$ cat src/rtl/core/gds_queue.sv
module gds_queue #(
    parameter int WIDTH = 8,
    parameter int DEPTH = 4,
    localparam int PW   = $clog2(DEPTH),
    localparam int CNTW = $clog2(DEPTH + 1)
) (
    input  logic             clk,
    input  logic             rst_n,
    input  logic             push,
    input  logic [WIDTH-1:0] wdata,
    output logic             full,
    output logic             valid,
    output logic [WIDTH-1:0] rdata,
    input  logic             pop
);

    logic [WIDTH-1:0] entries_reg [DEPTH];
    logic [PW-1:0]    wr_ptr_reg, rd_ptr_reg;
    logic [CNTW-1:0]  count_reg;

    assign full  = (count_reg == CNTW'(DEPTH));
    assign valid = (count_reg != '0);
    assign rdata = entries_reg[rd_ptr_reg];

    always_ff @(posedge clk or negedge rst_n)
    begin
        if (!rst_n)
        begin
            wr_ptr_reg <= '0;
            rd_ptr_reg <= '0;
            count_reg  <= '0;
        end
        else
        begin
            if (push)
            begin
                wr_ptr_reg <= (wr_ptr_reg == PW'(DEPTH - 1)) ? '0 : wr_ptr_reg + PW'(1);
            end
            if (pop)
            begin
                rd_ptr_reg <= (rd_ptr_reg == PW'(DEPTH - 1)) ? '0 : rd_ptr_reg + PW'(1);
            end
            if (push && !pop)
            begin
                count_reg <= count_reg + CNTW'(1);
            end
            else if (pop && !push)
            begin
                count_reg <= count_reg - CNTW'(1);
            end
        end
    end

    always_ff @(posedge clk)
    begin
        if (push)
        begin
            entries_reg[wr_ptr_reg] <= wdata;
        end
    end

endmodule

$ cat config.mk
export PLATFORM = sky130hd
export DESIGN_NAME = gds_queue
export DESIGN_NICKNAME = d
export VERILOG_FILES = /design/src/rtl/core/gds_queue.sv
export SDC_FILE = /design/constraint.sdc
export NUM_CORES = 1
export LEC_CHECK = 0
export BUFFER_PORTS_ARGS = -buffer_cell sky130_fd_sc_hd__buf_2
export CORE_UTILIZATION = 50
export CTS_CLUSTER_DIAMETER = 200
export DETAILED_ROUTE_END_ITERATION = 8
export GPL_TIMING_DRIVEN = 0
export PLACE_DENSITY = 0.86
export SLEW_MARGIN = 10
export SYNTH_ARGS = -nofsm -noshare
export SYNTH_HDL_FRONTEND = slang
export SYNTH_SLANG_ARGS = --single-unit
$ cat constraint.sdc
create_clock -name clk -period 1.2 [get_ports clk]
set_input_delay 0.24 -clock clk [delete_from_list [all_inputs] [get_ports clk]]
set_output_delay 0.24 -clock clk [all_outputs]
set_load 0.01 [all_outputs]
# == After elaboration in Yosys (flattened, before gate mapping) ==
# Memory sizes are Yosys's and may differ from the RTL's.
# Cells that the tools add are included.
# word_totals
reg_bits,7
in_bits,12
out_inout_bits,10
word_cells,23
ramBits,32
mem_count,1
# mem_list
memory,depth,width,read_ports,rd_clocked_by_memory_dff,write_ports,line,source
entries_reg,4,8,1,0,1,17,logic [WIDTH-1:0] entries_reg [DEPTH];
# classes
eq_ne,3
add_sub_neg,4
muxes,6
reduce_logical,6
# ops
operator,count
3-bit 2-to-1 mux,2
2-bit by 1-bit adder with 2-bit output (second input constant),2
2-bit == test (second input constant),2
2-bit 2-to-1 mux,2
3-bit by 1-bit adder with 3-bit output (second input constant),1
3-bit == test (second input constant),1
3-bit nonzero test,1
3-bit by 1-bit subtractor with 3-bit output (second input constant),1
1-bit logical AND,2
1-bit zero test,2
1-bit 2-to-1 mux,2
2-bit nonzero test,1

# == Logic depth before layout (Yosys ltp) ==
# logic_depth
ltp_word,4
ltp_mapped,7

# == Least setup slack after synthesis ==
# Ideal clock, no wire load.
# synth_timing
path_kind,input to register
startpoint,in pop
endpoint,reg count_reg[2]
setup_time_ps,79
n_path_buf,0
path_stages,7
setup_slack_ps,-148
arrival_time_ps,1269
cell_sequence,inv_1 -> ha_1 -> inv_1 -> fa_1 -> xor2_1 -> nor2_1 -> xor2_1
# synth_via
elab_chain_cells,3
elab_cells_between_ends,5
cone_classes,1 x mux; 4 x reduce/logical
# synth_rtl
element,line,source
from (decl),14,input logic pop
1-bit zero test,43,if (push && !pop)
1-bit logical AND,43,
3-bit 2-to-1 mux or 2-bit nonzero test (tied branches),n/a,
to (signal assigned),45,count_reg <= count_reg + CNTW'(1);
to (signal assigned),49,count_reg <= count_reg - CNTW'(1);
to (decl),19,logic [CNTW-1:0] count_reg;
# Parallel ways exist; a longest one is shown, timed or not.
# A chain may end at the register's enable or synchronous reset.

# == Final worst setup path ==
# layout_timing
startpoint,reg rd_ptr_reg[0]
endpoint,out rdata[7]
# layout_via
elab_chain_cells,1
# layout_rtl
element,line,source
from (decl),18,"logic [PW-1:0] wr_ptr_reg, rd_ptr_reg;"
from (signal assigned),41,rd_ptr_reg <= (rd_ptr_reg == PW'(DEPTH - 1)) ? '0 : rd_ptr_reg + PW'(1);
memory read 4 x 8 bit,n/a,
to (decl),13,"output logic [WIDTH-1:0] rdata,"
# No other way between the ends.

==> summary.md <==
| Metric | Value |
|---|---|
| Place WS | `-0.315 ns` |
| Post-DP Area | `1730 sq um` |
| Reg2Reg Launch Point | `count_reg[1]$_DFFE_PN0P_` |
| Total gr overflow | `0` |
| Clock sinks | `39` |
| Vias/cell | `5.49` |
| Worst Tran Pin Value | `0.228 ns` |
| CP startpoint | `rd_ptr_reg[0]$_DFFE_PN0P_` |
| Finished Cell Area | `1980 sq um` |
| CTS Root Cell | `clkbuf_4` |
| First-pass GRT wire length | `3830 um` |
| Core Util, Final | `69.4%` |
| Io pins | `22` |
| CP endpoint | `rdata[7]` |
| Core area | `2850 sq um` |
| Initial antenna violation count | `0` |
| Worst-path clk slew | `0.11 ns` |
| CTS Buf Count | `5` |
| R2R depth | `5` |
| Status | `finished, violations left` |
| Die span in x | `58.0 um` |
| Synth top area share | `61.2%` |
| Failing checks | `DRC, setup timing` |
| Top cells by area, synth | `edfxtp_1 (61%), mux4_2 (11%), dfrtp_1 (11%)` |
| Final hold violations | `0` |
| Share of layout cells above drive strength 1 | `55.2%` |
| Die Span Y | `58.0 um` |
| Syn nets | `98` |
| Static leakage power | `0.749 nW` |
| Max FO, Critical Path | `10` |
| Max transition margin | `84.8%` |
| Synth warn | `0` |
| CTS max path bufs | `2` |
| Power per cell area | `2320 nW/um^2` |
| F_max | `557 MHz` |
| Largest net degree at the start of global routing | `13` |
| Detailed Route Iter0 Violations | `12` |
| Reg2reg end | `count_reg[2]$_DFFE_PN0P_` |
| Tmin final | `1.80 ns` |
| Layout Area Growth over Synthesis | `26.2%` |
| Wirelength per Cell | `17.8 um` |
| Worst Hold Class | `input port to flop` |
| Period utilisation layout | `150%` |
| H-tree depth | `2` |
| Post-synthesis async set-or-reset flop share | `17.9%` |
| R2R setup slack | `-0.24 ns` |
| Synth Flop Type | `edfxtp_1` |
| Worst Min Path Start | `wdata[3]` |
| RSZ-0062 raised after global routing | `true` |
| Starting Density | `55.0%` |
| Final #Nets | `134` |
| Row count | `19` |
| Layout Cells excl Fill | `147` |
| Vias | `807` |
| Critical path required time | `0.96 ns` |
| Startpoint types | `flop` |
| Syn_area_per_cell | `19.9 sq um` |
| DRC | `3` |
| Netlist cell types | `19` |
| Worst Clk Skew | `0.00484 ns` |
| Worst ir drop on vdd | `1.25 mV` |
| DP Cell Count | `131` |
| Port-buffer cells | `21` |
| Critical path data arrival time | `1.56 ns` |
| Area leader, netlist | `edfxtp_1` |
| # Max-Cap Violations | `0` |
| All-Layer GR Usage | `17.0%` |
| Max Slew Vio Count | `0` |
| CP endpoint kind | `primary output` |
| Seq/Total Area, Yosys | `72.4%` |
| Synth Instances | `79` |
| Clock Latency Late Sink | `0.33 ns` |
| FILL cells | `179` |
| Setup Crit Path Kind | `flop to primary output` |
| # diodes | `0` |
| Vias in the first global route | `859` |
| First drt pass iteration count | `6` |
| Seq cells post-synth | `39` |
| Post-DP HPWL | `1610 um` |
| GP Congestion | `0.627` |
| Final setup margin | `-0.596 ns` |
| Post-synth EDFFs | `32` |
| Max reg flops | `32` |
| WL final | `2610 um` |
| Setup violators final | `18` |
| Synthesized cell area | `1570 sq um` |
| Die Area | `3370 sq um` |
| Final antenna-violating net count | `0` |
| CTS tree | `built` |
-- cell usage in the layout (no fill, tap or decap), types with 2 or more instances in the layout --
cell type / n
buf_6: 6
nand2_1: 2
mux4_2: 8
buf_4: 4
ha_4: 5
xor2_1: 2
o21ai_0: 2
clkbuf_4: 5
nor2_1: 2
edfxtp_1: 32
dfrtp_1: 7
and2_4: 4
buf_2: 19
inv_2: 4
-- routing by layer --
metal  routed length [um]  part of all wire, %  global-route usage, %
met3                   97                  3.7                   5.80
met2                 1380                   53                   28.7
met1                 1090                   42                   18.5
met5                    0                    0                      0
met4                   47                  1.8                   10.2
-- cells by family after synthesis --
logic type	synth area share (%)
AOI/OAI and AO/OA	1.20
and+or+nand+nor	3.75
adders and majority gates	6.06
muxes	12.9
buffers and inverters	1.99
DFF	72.4
xor gates and xnor gates	1.67
-- worst min path at each step --
stage | end | cells past startpoint | slack, ns
floorplan | count_reg[0]$_DFFE_PN0P_ | 0 | -0.06
global route | entries_reg[1][3]$_DFFE_PP_ | 1 | 0.1
detailed placement | count_reg[2]$_DFFE_PN0P_ | 1 | 0.08
global placement | count_reg[2]$_DFFE_PN0P_ | 1 | 0.08
finish | entries_reg[1][3]$_DFFE_PP_ | 1 | 0.12
CTS | entries_reg[1][4]$_DFFE_PP_ | 1 | 0.10
-- worst max-delay path, cell delays in order (launching register included) --
cell	delay (ns)
dfrtp_1	0.39
buf_8	0.17
mux4_2	0.53
buf_6	0.14
-- through the flow --
stage / power (mW) / setup TNS (ns) / hold WS, ns
global route: 4.83 / -6.79 / 0.0978
CTS: 4.37 / -5.68 / 0.103
detailed placement: 3.23 / -5.75 / 0.0794
floorplan: 2.81 / -0.739 / -0.0556
finish: 4.59 / -5.57 / 0.119
global placement: 3.14 / -4.33 / 0.0760
-- synthesized netlist by cell type, types with 2 or more instances --
cell / n
and2_1: 4
dfrtp_1: 7
edfxtp_1: 32
ha_1: 6
inv_1: 4
mux2_2: 2
mux4_2: 8
nand2_1: 2
nor2_1: 2
o21ai_0: 2
xor2_1: 2
-- cell type report --
class                   count  area, sq um  area share [%]
flip-flops and latches     39         1140            57.4
clock buffers               6         51.3            2.59
repair buffers             29          198            9.99
inverters                   4         15.0           0.759
multi-input cells          34          485            24.5
well taps                  31         38.8            1.96
plain buffers               2         20.0            1.01
clock inverters             2         35.0            1.77
-- report_power, final --
group / internal, mW / switching (mW) / leakage [nW]
Combinational: 0.981 / 0.787 / 0.324
Sequential: 1.78 / 0.151 / 0.377
Clock: 0.493 / 0.400 / 0.0482
-- repair_timing --
item | CTS | global route
cloned | 0 | 0
gates resized for setup | 10 | 14
endpoints found under the setup margin | 44 | 45
hold buffers | 1 | 0
endpoints found under the hold margin | 7 | 0
pin swaps | 4 | 6
setup buffers | 7 | 0
(Power assumes the default switching activity.)
