### src/rtl/core/gds_pkg.sv
package gds_pkg;

    localparam int GRID_W_BITS    = 11;
    localparam int ROW_BITS       = 16;
    localparam int INV_BITS       = 16;
    localparam int DIV_BITS       = 24;
    localparam int CFG_INDEX_BITS = 2;
    localparam int CFG_DATA_BITS  = 16;
    localparam int NUM_POINTS     = 4;
    localparam int PT_BITS        = 2;
    localparam int QUEUE_DEPTH    = 4;

    // configuration register indexes
    localparam logic [CFG_INDEX_BITS-1:0] REG_GRID_WIDTH  = CFG_INDEX_BITS'(0);
    localparam logic [CFG_INDEX_BITS-1:0] REG_GRID_HEIGHT = CFG_INDEX_BITS'(1);
    localparam logic [CFG_INDEX_BITS-1:0] REG_X_INV       = CFG_INDEX_BITS'(2);
    localparam logic [CFG_INDEX_BITS-1:0] REG_Y_INV       = CFG_INDEX_BITS'(3);

    localparam logic [GRID_W_BITS-1:0] GRID_W_RESET = GRID_W_BITS'(2);
    localparam logic [ROW_BITS-1:0]    GRID_H_RESET = ROW_BITS'(2);
    localparam logic [INV_BITS-1:0]    INV_RESET    = INV_BITS'(256);

    // points a sample can complete, in emission order
    localparam logic [PT_BITS-1:0] PT_INNER    = PT_BITS'(0); // (i-1, j-1)
    localparam logic [PT_BITS-1:0] PT_ROW_END  = PT_BITS'(1); // (W-1, j-1)
    localparam logic [PT_BITS-1:0] PT_LAST_ROW = PT_BITS'(2); // (i-1, H-1)
    localparam logic [PT_BITS-1:0] PT_CORNER   = PT_BITS'(3); // (W-1, H-1)

    typedef struct packed {
        logic [GRID_W_BITS-1:0] grid_width;
        logic [ROW_BITS-1:0]    grid_height;
        logic                   restart;
    } dims_t;

    // width of one queue entry: masks, flags, coordinates, x and y differences
    function automatic int entry_bits(input int cw, input int dw);
        return 3 * NUM_POINTS + cw + ROW_BITS + 2 * NUM_POINTS * dw;
    endfunction

endpackage

### src/rtl/core/gds_back.sv
module gds_back #(
    parameter int MAX_WIDTH   = 1024,
    parameter int SAMPLE_BITS = 16,
    parameter int FRAC_BITS   = 8,
    localparam int CW         = $clog2(MAX_WIDTH),
    localparam int DW         = SAMPLE_BITS + 1,
    localparam int ENTRY_W    = gds_pkg::entry_bits(CW, DW)
) (
    input  logic                            clk,
    input  logic                            rst_n,
    input  logic [gds_pkg::INV_BITS-1:0]    x_inv,
    input  logic [gds_pkg::INV_BITS-1:0]    y_inv,
    input  logic                            q_valid,
    input  logic [ENTRY_W-1:0]              q_data,
    output logic                            q_pop,
    output logic                            out_valid,
    input  logic                            out_ready,
    output logic [CW-1:0]                   point_x,
    output logic [gds_pkg::ROW_BITS-1:0]    point_y,
    output logic [gds_pkg::DIV_BITS-1:0]    divergence,
    output logic                            last_of_run,
    output logic                            end_of_frame
);

    import gds_pkg::*;

    localparam int PW    = DW + INV_BITS + 1;
    localparam int SUM_W = PW + 2;
    localparam int SHIFT = FRAC_BITS + 1;
    localparam logic signed [SUM_W-1:0] SAT_HI = SUM_W'((64'sd1 <<< (DIV_BITS - 1)) - 64'sd1);
    localparam logic signed [SUM_W-1:0] SAT_LO = ~SAT_HI;

    typedef struct packed {
        logic [NUM_POINTS-1:0]         mask;
        logic [NUM_POINTS-1:0]         x_one;
        logic [NUM_POINTS-1:0]         y_one;
        logic [CW-1:0]                 col;
        logic [ROW_BITS-1:0]           row;
        logic [NUM_POINTS-1:0][DW-1:0] dx;
        logic [NUM_POINTS-1:0][DW-1:0] dy;
    } entry_t;

    entry_t                head;
    logic [NUM_POINTS-1:0] issued_reg, issued_next, avail, pick, rest;
    logic [PT_BITS-1:0]    sel;
    logic                  en, issue;
    logic signed [PW-1:0]  prod_x, prod_y;

    logic                 m_valid_reg;
    logic signed [PW-1:0] m_prod_x_reg, m_prod_y_reg;
    logic                 m_x_one_reg, m_y_one_reg;
    logic [CW-1:0]        m_px_reg;
    logic [ROW_BITS-1:0]  m_py_reg;
    logic                 m_last_reg, m_eof_reg;

    logic signed [SUM_W-1:0] tx_ext, ty_ext, sum, shifted;
    logic [DIV_BITS-1:0]     div_next;

    logic                out_valid_reg;
    logic [CW-1:0]       out_px_reg;
    logic [ROW_BITS-1:0] out_py_reg;
    logic [DIV_BITS-1:0] out_div_reg;
    logic                out_last_reg, out_eof_reg;

    assign head = entry_t'(q_data);
    assign en   = !out_valid_reg || out_ready;

    // point sequencer: walks the head entry's mask lowest point first
    assign avail = head.mask & ~issued_reg;

    always_comb
    begin
        priority if (avail[PT_INNER])
        begin
            sel = PT_INNER;
        end
        else if (avail[PT_ROW_END])
        begin
            sel = PT_ROW_END;
        end
        else if (avail[PT_LAST_ROW])
        begin
            sel = PT_LAST_ROW;
        end
        else
        begin
            sel = PT_CORNER;
        end
    end

    assign pick  = NUM_POINTS'(1) << sel;
    assign rest  = avail & ~pick;
    assign issue = q_valid && en;
    assign q_pop = issue && (rest == '0);

    always_comb
    begin
        issued_next = issued_reg;
        if (issue)
        begin
            issued_next = (rest == '0) ? '0 : (issued_reg | pick);
        end
    end

    assign prod_x = $signed(head.dx[sel]) * $signed({1'b0, x_inv});
    assign prod_y = $signed(head.dy[sel]) * $signed({1'b0, y_inv});

    always_ff @(posedge clk or negedge rst_n)
    begin
        if (!rst_n)
        begin
            issued_reg    <= '0;
            m_valid_reg   <= 1'b0;
            out_valid_reg <= 1'b0;
        end
        else
        begin
            issued_reg <= issued_next;
            if (en)
            begin
                m_valid_reg   <= issue;
                out_valid_reg <= m_valid_reg;
            end
        end
    end

    always_ff @(posedge clk)
    begin
        if (en)
        begin
            m_prod_x_reg <= prod_x;
            m_prod_y_reg <= prod_y;
            m_x_one_reg  <= head.x_one[sel];
            m_y_one_reg  <= head.y_one[sel];
            m_px_reg     <= (sel == PT_INNER || sel == PT_LAST_ROW) ? head.col - CW'(1)
                                                                    : head.col;
            m_py_reg     <= (sel == PT_INNER || sel == PT_ROW_END) ? head.row - ROW_BITS'(1)
                                                                   : head.row;
            m_last_reg   <= (rest == '0);
            m_eof_reg    <= (sel == PT_CORNER);

            out_px_reg   <= m_px_reg;
            out_py_reg   <= m_py_reg;
            out_div_reg  <= div_next;
            out_last_reg <= m_last_reg;
            out_eof_reg  <= m_eof_reg;
        end
    end

    // one-sided terms count twice, then floor shift and clamp to 24 bits
    always_comb
    begin
        tx_ext  = SUM_W'(m_prod_x_reg);
        ty_ext  = SUM_W'(m_prod_y_reg);
        if (m_x_one_reg)
        begin
            tx_ext = tx_ext <<< 1;
        end
        if (m_y_one_reg)
        begin
            ty_ext = ty_ext <<< 1;
        end
        sum     = tx_ext + ty_ext;
        shifted = sum >>> SHIFT;
        if (shifted > SAT_HI)
        begin
            div_next = SAT_HI[DIV_BITS-1:0];
        end
        else if (shifted < SAT_LO)
        begin
            div_next = SAT_LO[DIV_BITS-1:0];
        end
        else
        begin
            div_next = shifted[DIV_BITS-1:0];
        end
    end

    assign out_valid    = out_valid_reg;
    assign point_x      = out_px_reg;
    assign point_y      = out_py_reg;
    assign divergence   = out_div_reg;
    assign last_of_run  = out_last_reg;
    assign end_of_frame = out_eof_reg;

endmodule

### config.mk
export PLATFORM = sky130hd
export DESIGN_NAME = gds_back
export DESIGN_NICKNAME = d
export VERILOG_FILES = /design/src/rtl/core/gds_pkg.sv /design/src/rtl/core/gds_back.sv
export SDC_FILE = /design/constraint.sdc
export NUM_CORES = 2
export LEC_CHECK = 0
export CAP_MARGIN = 5
export CORE_ASPECT_RATIO = 1.25
export CORE_MARGIN = 2
export CORE_UTILIZATION = 40
export DETAILED_ROUTE_END_ITERATION = 10
export DONT_BUFFER_PORTS = 1
export SLEW_MARGIN = 40
export SYNTH_ARGS = -nofsm -noshare
export SYNTH_HDL_FRONTEND = slang
export SYNTH_SLANG_ARGS = --single-unit
### constraint.sdc
create_clock -name clk -period 6.9 [get_ports clk]
set_clock_uncertainty 0.05 [all_clocks]
set_input_delay 0.345 -clock clk [delete_from_list [all_inputs] [get_ports clk]]
set_output_delay 0.345 -clock clk [all_outputs]
set_load 0.03 [all_outputs]
Yosys cells after proc, flatten, opt, wreduce, memory -nomap -nowiden
Index checks and enable logic that the tools add are counted.
Storage, ports and cells
  register bits after elaboration: 156
Operators by class
  $add $sub $neg: 3
  multiply operators: 2
  $lt $le $gt $ge: 3
  equality and inequality tests: 3
  shift operators: 1
  mux-type cells: 17
  bitwise logic cells: 5
  reduce and logical (&&, ||, !) cells: 8
Operators by type and width (count)
  $bmux W17 S2: 2
  $mul A17 B17 Y34: 2
  $mux W34: 2
  $add A35 B35 Y36: 1
  $mux W17: 2
  $gt A27 B24 Y1 const B: 1
  $lt A27 B24 Y1 const B: 1
  $mux W24: 1
  $mux W16: 1
  $sub A16 B1 Y16 const B: 1
  $mux W10: 1
  $sub A10 B1 Y10 const B: 1
  $and A4 B4 Y4: 2
  $not A4 Y4: 2
  $bmux W1 S2: 2
  $eq A2 B2 Y1 const B: 2
  $logic_not A4 Y1: 1
  $mux W2: 2
  $mux W4: 1
  $or A4 B4 Y4: 1
  $shl A1 B2 Y4 const A: 1
  $logic_or A1 B1 Y1: 3
  $lt A2 B3 Y1 const B: 1
  $mux W1: 3
  other kinds (4): 5

Depth between registers and ports, before layout
  word-level depth: 10
  gate-level depth with buffers: 31

Least setup slack after synthesis
No wires, ideal clock.
  path type: register to register
  from: reg issued_reg[2]
  to: reg m_prod_y_reg[32] (data pin)
  library setup time: 0.258 ns
  arrival: 7.253 ns
  required time: 6.592 ns
  slack: -0.661 ns
  cell stages (with the launch flop): 30
  buffers on the path: 4
  clock period less this slack: 7.561 ns
  cell sequence: dfrtp_1 > nor2b_1 > clkbuf_1 > buf_1 > nand2_1 > a21oi_1 > a21oi_1 > o21ai_0 > clkbuf_1 > nand2_1 > fa_1 > fa_1 > fa_1 > inv_1 > fa_1 > fa_1 > inv_1 > fa_1 > inv_1 > ha_1 > clkbuf_1 > a21oi_1 > o21ai_0 > a221o_1 > nand2b_1 > a31oi_1 > a2111oi_0 > o21bai_1 > a21oi_1 > xnor2_1
On the way
  cells in the longest elaborated chain, start to end: 8
RTL lines
  from (decl): RTL line gds_back.sv:44  | logic [NUM_POINTS-1:0] issued_reg, issued_next, avail, pick, rest;
  from (signal assigned): RTL line gds_back.sv:118  | issued_reg <= issued_next;
  $not A4 Y4: RTL line gds_back.sv:69  | assign avail = head.mask & ~issued_reg;
  $and A4 B4 Y4: RTL line gds_back.sv:69
  $mux W1: RTL line gds_back.sv:81  | else if (avail[PT_LAST_ROW])
  $mux W2: RTL line gds_back.sv:77  | else if (avail[PT_ROW_END])
  $mux W2: RTL line gds_back.sv:73  | priority if (avail[PT_INNER])
  $bmux W17 S2: RTL line gds_back.sv:106  | assign prod_y = $signed(head.dy[sel]) * $signed({1'b0, y_inv});
  $mux W17 (not written as such): RTL line gds_back.sv:106
  $mul A17 B17 Y34: RTL line gds_back.sv:106
  net prod_y[32]: RTL line gds_back.sv:47  | logic signed [PW-1:0] prod_x, prod_y;
  to (signal assigned): RTL line gds_back.sv:132  | m_prod_y_reg <= prod_y;
  to (decl): RTL line gds_back.sv:50  | logic signed [PW-1:0] m_prod_x_reg, m_prod_y_reg;
The timed path passes the listed nets, and every way through them passes these cells. The select of a mux whose other input is x is not followed.
A chain may end at the register's enable or synchronous reset.

Worst setup path in the final report
  from: reg issued_reg[2]
  to: reg m_prod_x_reg[27] (data pin)
On the way
  cells in the longest elaborated chain, start to end: 8
RTL lines
  $not A4 Y4: RTL line gds_back.sv:69
  $and A4 B4 Y4: RTL line gds_back.sv:69
  $mux W1: RTL line gds_back.sv:81
  $mux W2: RTL line gds_back.sv:77
  $mux W2: RTL line gds_back.sv:73
  $bmux W17 S2: RTL line gds_back.sv:105  | assign prod_x = $signed(head.dx[sel]) * $signed({1'b0, x_inv});
  $mux W17 (not written as such): RTL line gds_back.sv:105
  $mul A17 B17 Y34: RTL line gds_back.sv:105
  net prod_x[27]: RTL line gds_back.sv:47
  to (signal assigned): RTL line gds_back.sv:131  | m_prod_x_reg <= prod_x;
  to (decl): RTL line gds_back.sv:50
The timed path passes the listed nets, and every way through them passes these cells. The select of a mux whose other input is x is not followed.

==> impl_metrics.json <==
{
  "grt_start_max_net_pins": 70,
  "yosys.area.top_type": "fa_1",
  "status": "complete, but fails checks",
  "cp-end-kind": "flip-flop",
  "synthTopCellsByArea": "fa_1 37%, edfxtp_1 15%, inv_1 8.8%",
  "yosysTopAreaCellShare_pct": 37.2,
  "dr.pass1.iters": 5,
  "avgSynthCellArea_um2": 9.30,
  "nets": 4458,
  "dieArea_mm2": 0.0773,
  "num_rows": 112,
  "cp_slowest_cell": "fa_1",
  "path_clk_slew_ps": 80,
  "clockBufferDepth": 2,
  "crit_path_start_kind": "flip-flop",
  "synth.cell_area_mm2": 0.0300,
  "routabilityCongestion": 0.898,
  "synth_most_common_cell": "inv_1",
  "setup_ws_ps": -198,
  "ys_ff_latch": 156,
  "numPortBuffers": 0,
  "cap_viol_max_count": 0,
  "ys_warn_count": 0,
  "cp_top_family": "adder cells",
  "die_h_um": 310,
  "ios": 264,
  "synth.net_count": 4206,
  "syn2layout_area_growth_pct": 19.6,
  "grt_pass1_vias": 24300,
  "cts_max_level": 4,
  "wire_per_inst_um": 17.6,
  "via_count": 22300,
  "hpwlAfterDp_um": 65400,
  "drive_gt1_share_pct": 21.8,
  "drv_slew": 0,
  "antenna_found_initial": 2,
  "start_util_pct": 40.3,
  "synth.distinct_cells": 75,
  "layout_min_cycle_time_ps": 7100,
  "n_fill_cell": 7025,
  "core_mm2": 0.0746,
  "min_path_type": "primary input to flip-flop",
  "cp_slowest_stage_delay_ps": 540,
  "synth_top_flop_cell": "edfxtp_1",
  "path_common_cell": "fa_1",
  "worstSkewPairLatency_ps": 460,
  "crit_required_ps": 7040,
  "die_w_um": 249,
  "synth-seq-area-share_pct": 15.5,
  "routed_wl_um": 78600,
  "clock_sinks": 156,
  "postSynth.asyncResetShare_pct": 3.85,
  "overflow": 0,
  "violations": "negative setup slack",
  "timing.fmax_mhz": 141,
  "drt-initial-drc-count": 995,
  "tns_ps": -1080,
  "slew_headroom_pct": 47.6,
  "drtAntennaViolNets": 0,
  "syn_inst": 3228,
  "rsz0062_at_grt": "true",
  "cts_buffers": 17,
  "place_ws_ps": -341,
  "arrival_ps": 7240,
  "setup_violations": 12,
  "synth_top_cells_by_count": "704 x inv_1, 558 x fa_1, 493 x nand2_1, 229 x and2_1, 210 x ha_1",
  "fin_crit_sh_pct": 103,
  "crit_fanout": 5,
  "cp.buffers_inverters": 12,
  "viasPerCell": 5.00,
  "grt_pass1_wl_um": 125000,
  "drc_errors": 0,
  "grt_use_total_pct": 20.6,
  "path_class": "flip-flop to flip-flop",
  "cts_root_buffer": "clkbuf_16",
  "finalHoldViolations": 0,
  "synth-edff-count": 150,
  "tightest_slew_ps": 784,
  "cts_tree": "done"
}
-- metal layers --
layer / routed length (um) / global-route usage (%) / vias to the layer above
met4: 1770 / 5.24 / 0
met3: 3490 / 2.89 / 96
met1: 31800 / 24.6 / 11200
met5: 0 / 0 / -
li1: - / - / 10400
met2: 41600 / 39.0 / 533
-- cell usage in the layout (no fill, tap or decap), types with 10 or more instances in the layout --
master	n
edfxtp_1	150
and2_1	212
nand2_4	10
a21o_1	20
buf_12	25
buf_4	279
nand2_2	37
o21ai_2	25
nand2b_1	10
nor2_1	56
a21oi_2	43
nand4_1	12
xor2_1	38
o21ai_1	41
nand2_1	445
mux2_2	66
o21ai_0	41
o21bai_1	10
fa_1	522
a21oi_1	110
nor3_1	17
nand3_1	23
inv_2	41
ha_4	24
and2_4	17
xnor2_1	73
nor2b_1	11
inv_1	663
fa_2	36
ha_1	184
o21a_1	15
buf_6	39
clkbuf_16	21
-- final cells by class --
type / count / area (um2) / area share, %
flip-flops and latches: 156 / 4650 / 13.0
clock inverters: 14 / 224 / 0.624
multi-input cells: 2239 / 23400 / 65.2
diodes: 3 / 7.51 / 0.0209
repair buffers: 362 / 3330 / 9.28
well taps: 969 / 1210 / 3.38
inverters: 704 / 2640 / 7.36
clock buffers: 18 / 429 / 1.20
-- kinds of logic (layout without fill, tap and decap cells) --
logic type                 after synthesis  in the layout  share of synthesized area (%)
AOI/OAI and AO/OA                      391            391                           7.84
xor gates and xnor gates               115            115                           3.38
adders and majority gates              769            769                           46.0
buffers and inverters                  833           1098                           10.7
DFF                                    156            156                           15.5
muxes                                   66             66                           2.48
other                                    0              3                              0
and+or+nand+nor                        898            898                           14.1
-- repair_timing --
| action | in CTS | in global routing |
|---|---|---|
| gates cloned | 1 | 4 |
| setup buffers | 21 | 44 |
| setup endpoints to repair | 21 | 30 |
| pin swaps | 63 | 151 |
| hold endpoints to repair | 13 | 0 |
| hold buffers | 8 | 0 |
| resized for setup | 93 | 271 |
-- per-stage QoR --
stage	utilization (%)	std cells	instance area [um2]	hold WS, ps
after floorplan	-	3228	30100	-0.591
after global placement	44.4	4351	33100	0.0612
after detailed placement	44.4	4352	33100	0.0394
after CTS	46.2	4413	34500	0.0396
after global routing	48.1	4464	35900	9.48
final	48.1	4465	35900	32.1
-- final timing paths --
path	endpoint	slack, ps	from	cells past startpoint
worst max-delay path	m_prod_x_reg[27]	-200	issued_reg[2]	34
worst min-delay path	m_py_reg[5]	30	q_data[141]	1
worst max register to register	m_prod_x_reg[27]	-200	issued_reg[2]	34
worst min register to register	point_y[12]	370	m_py_reg[12]	0
max in group asynchronous	issued_reg[1]	6380	rst_n	1
min in group asynchronous	issued_reg[2]	160	rst_n	1
Power is left out: the tool's default activity adds up to more than one toggle a clock period on the data nets, which glitch-free logic cannot reach.
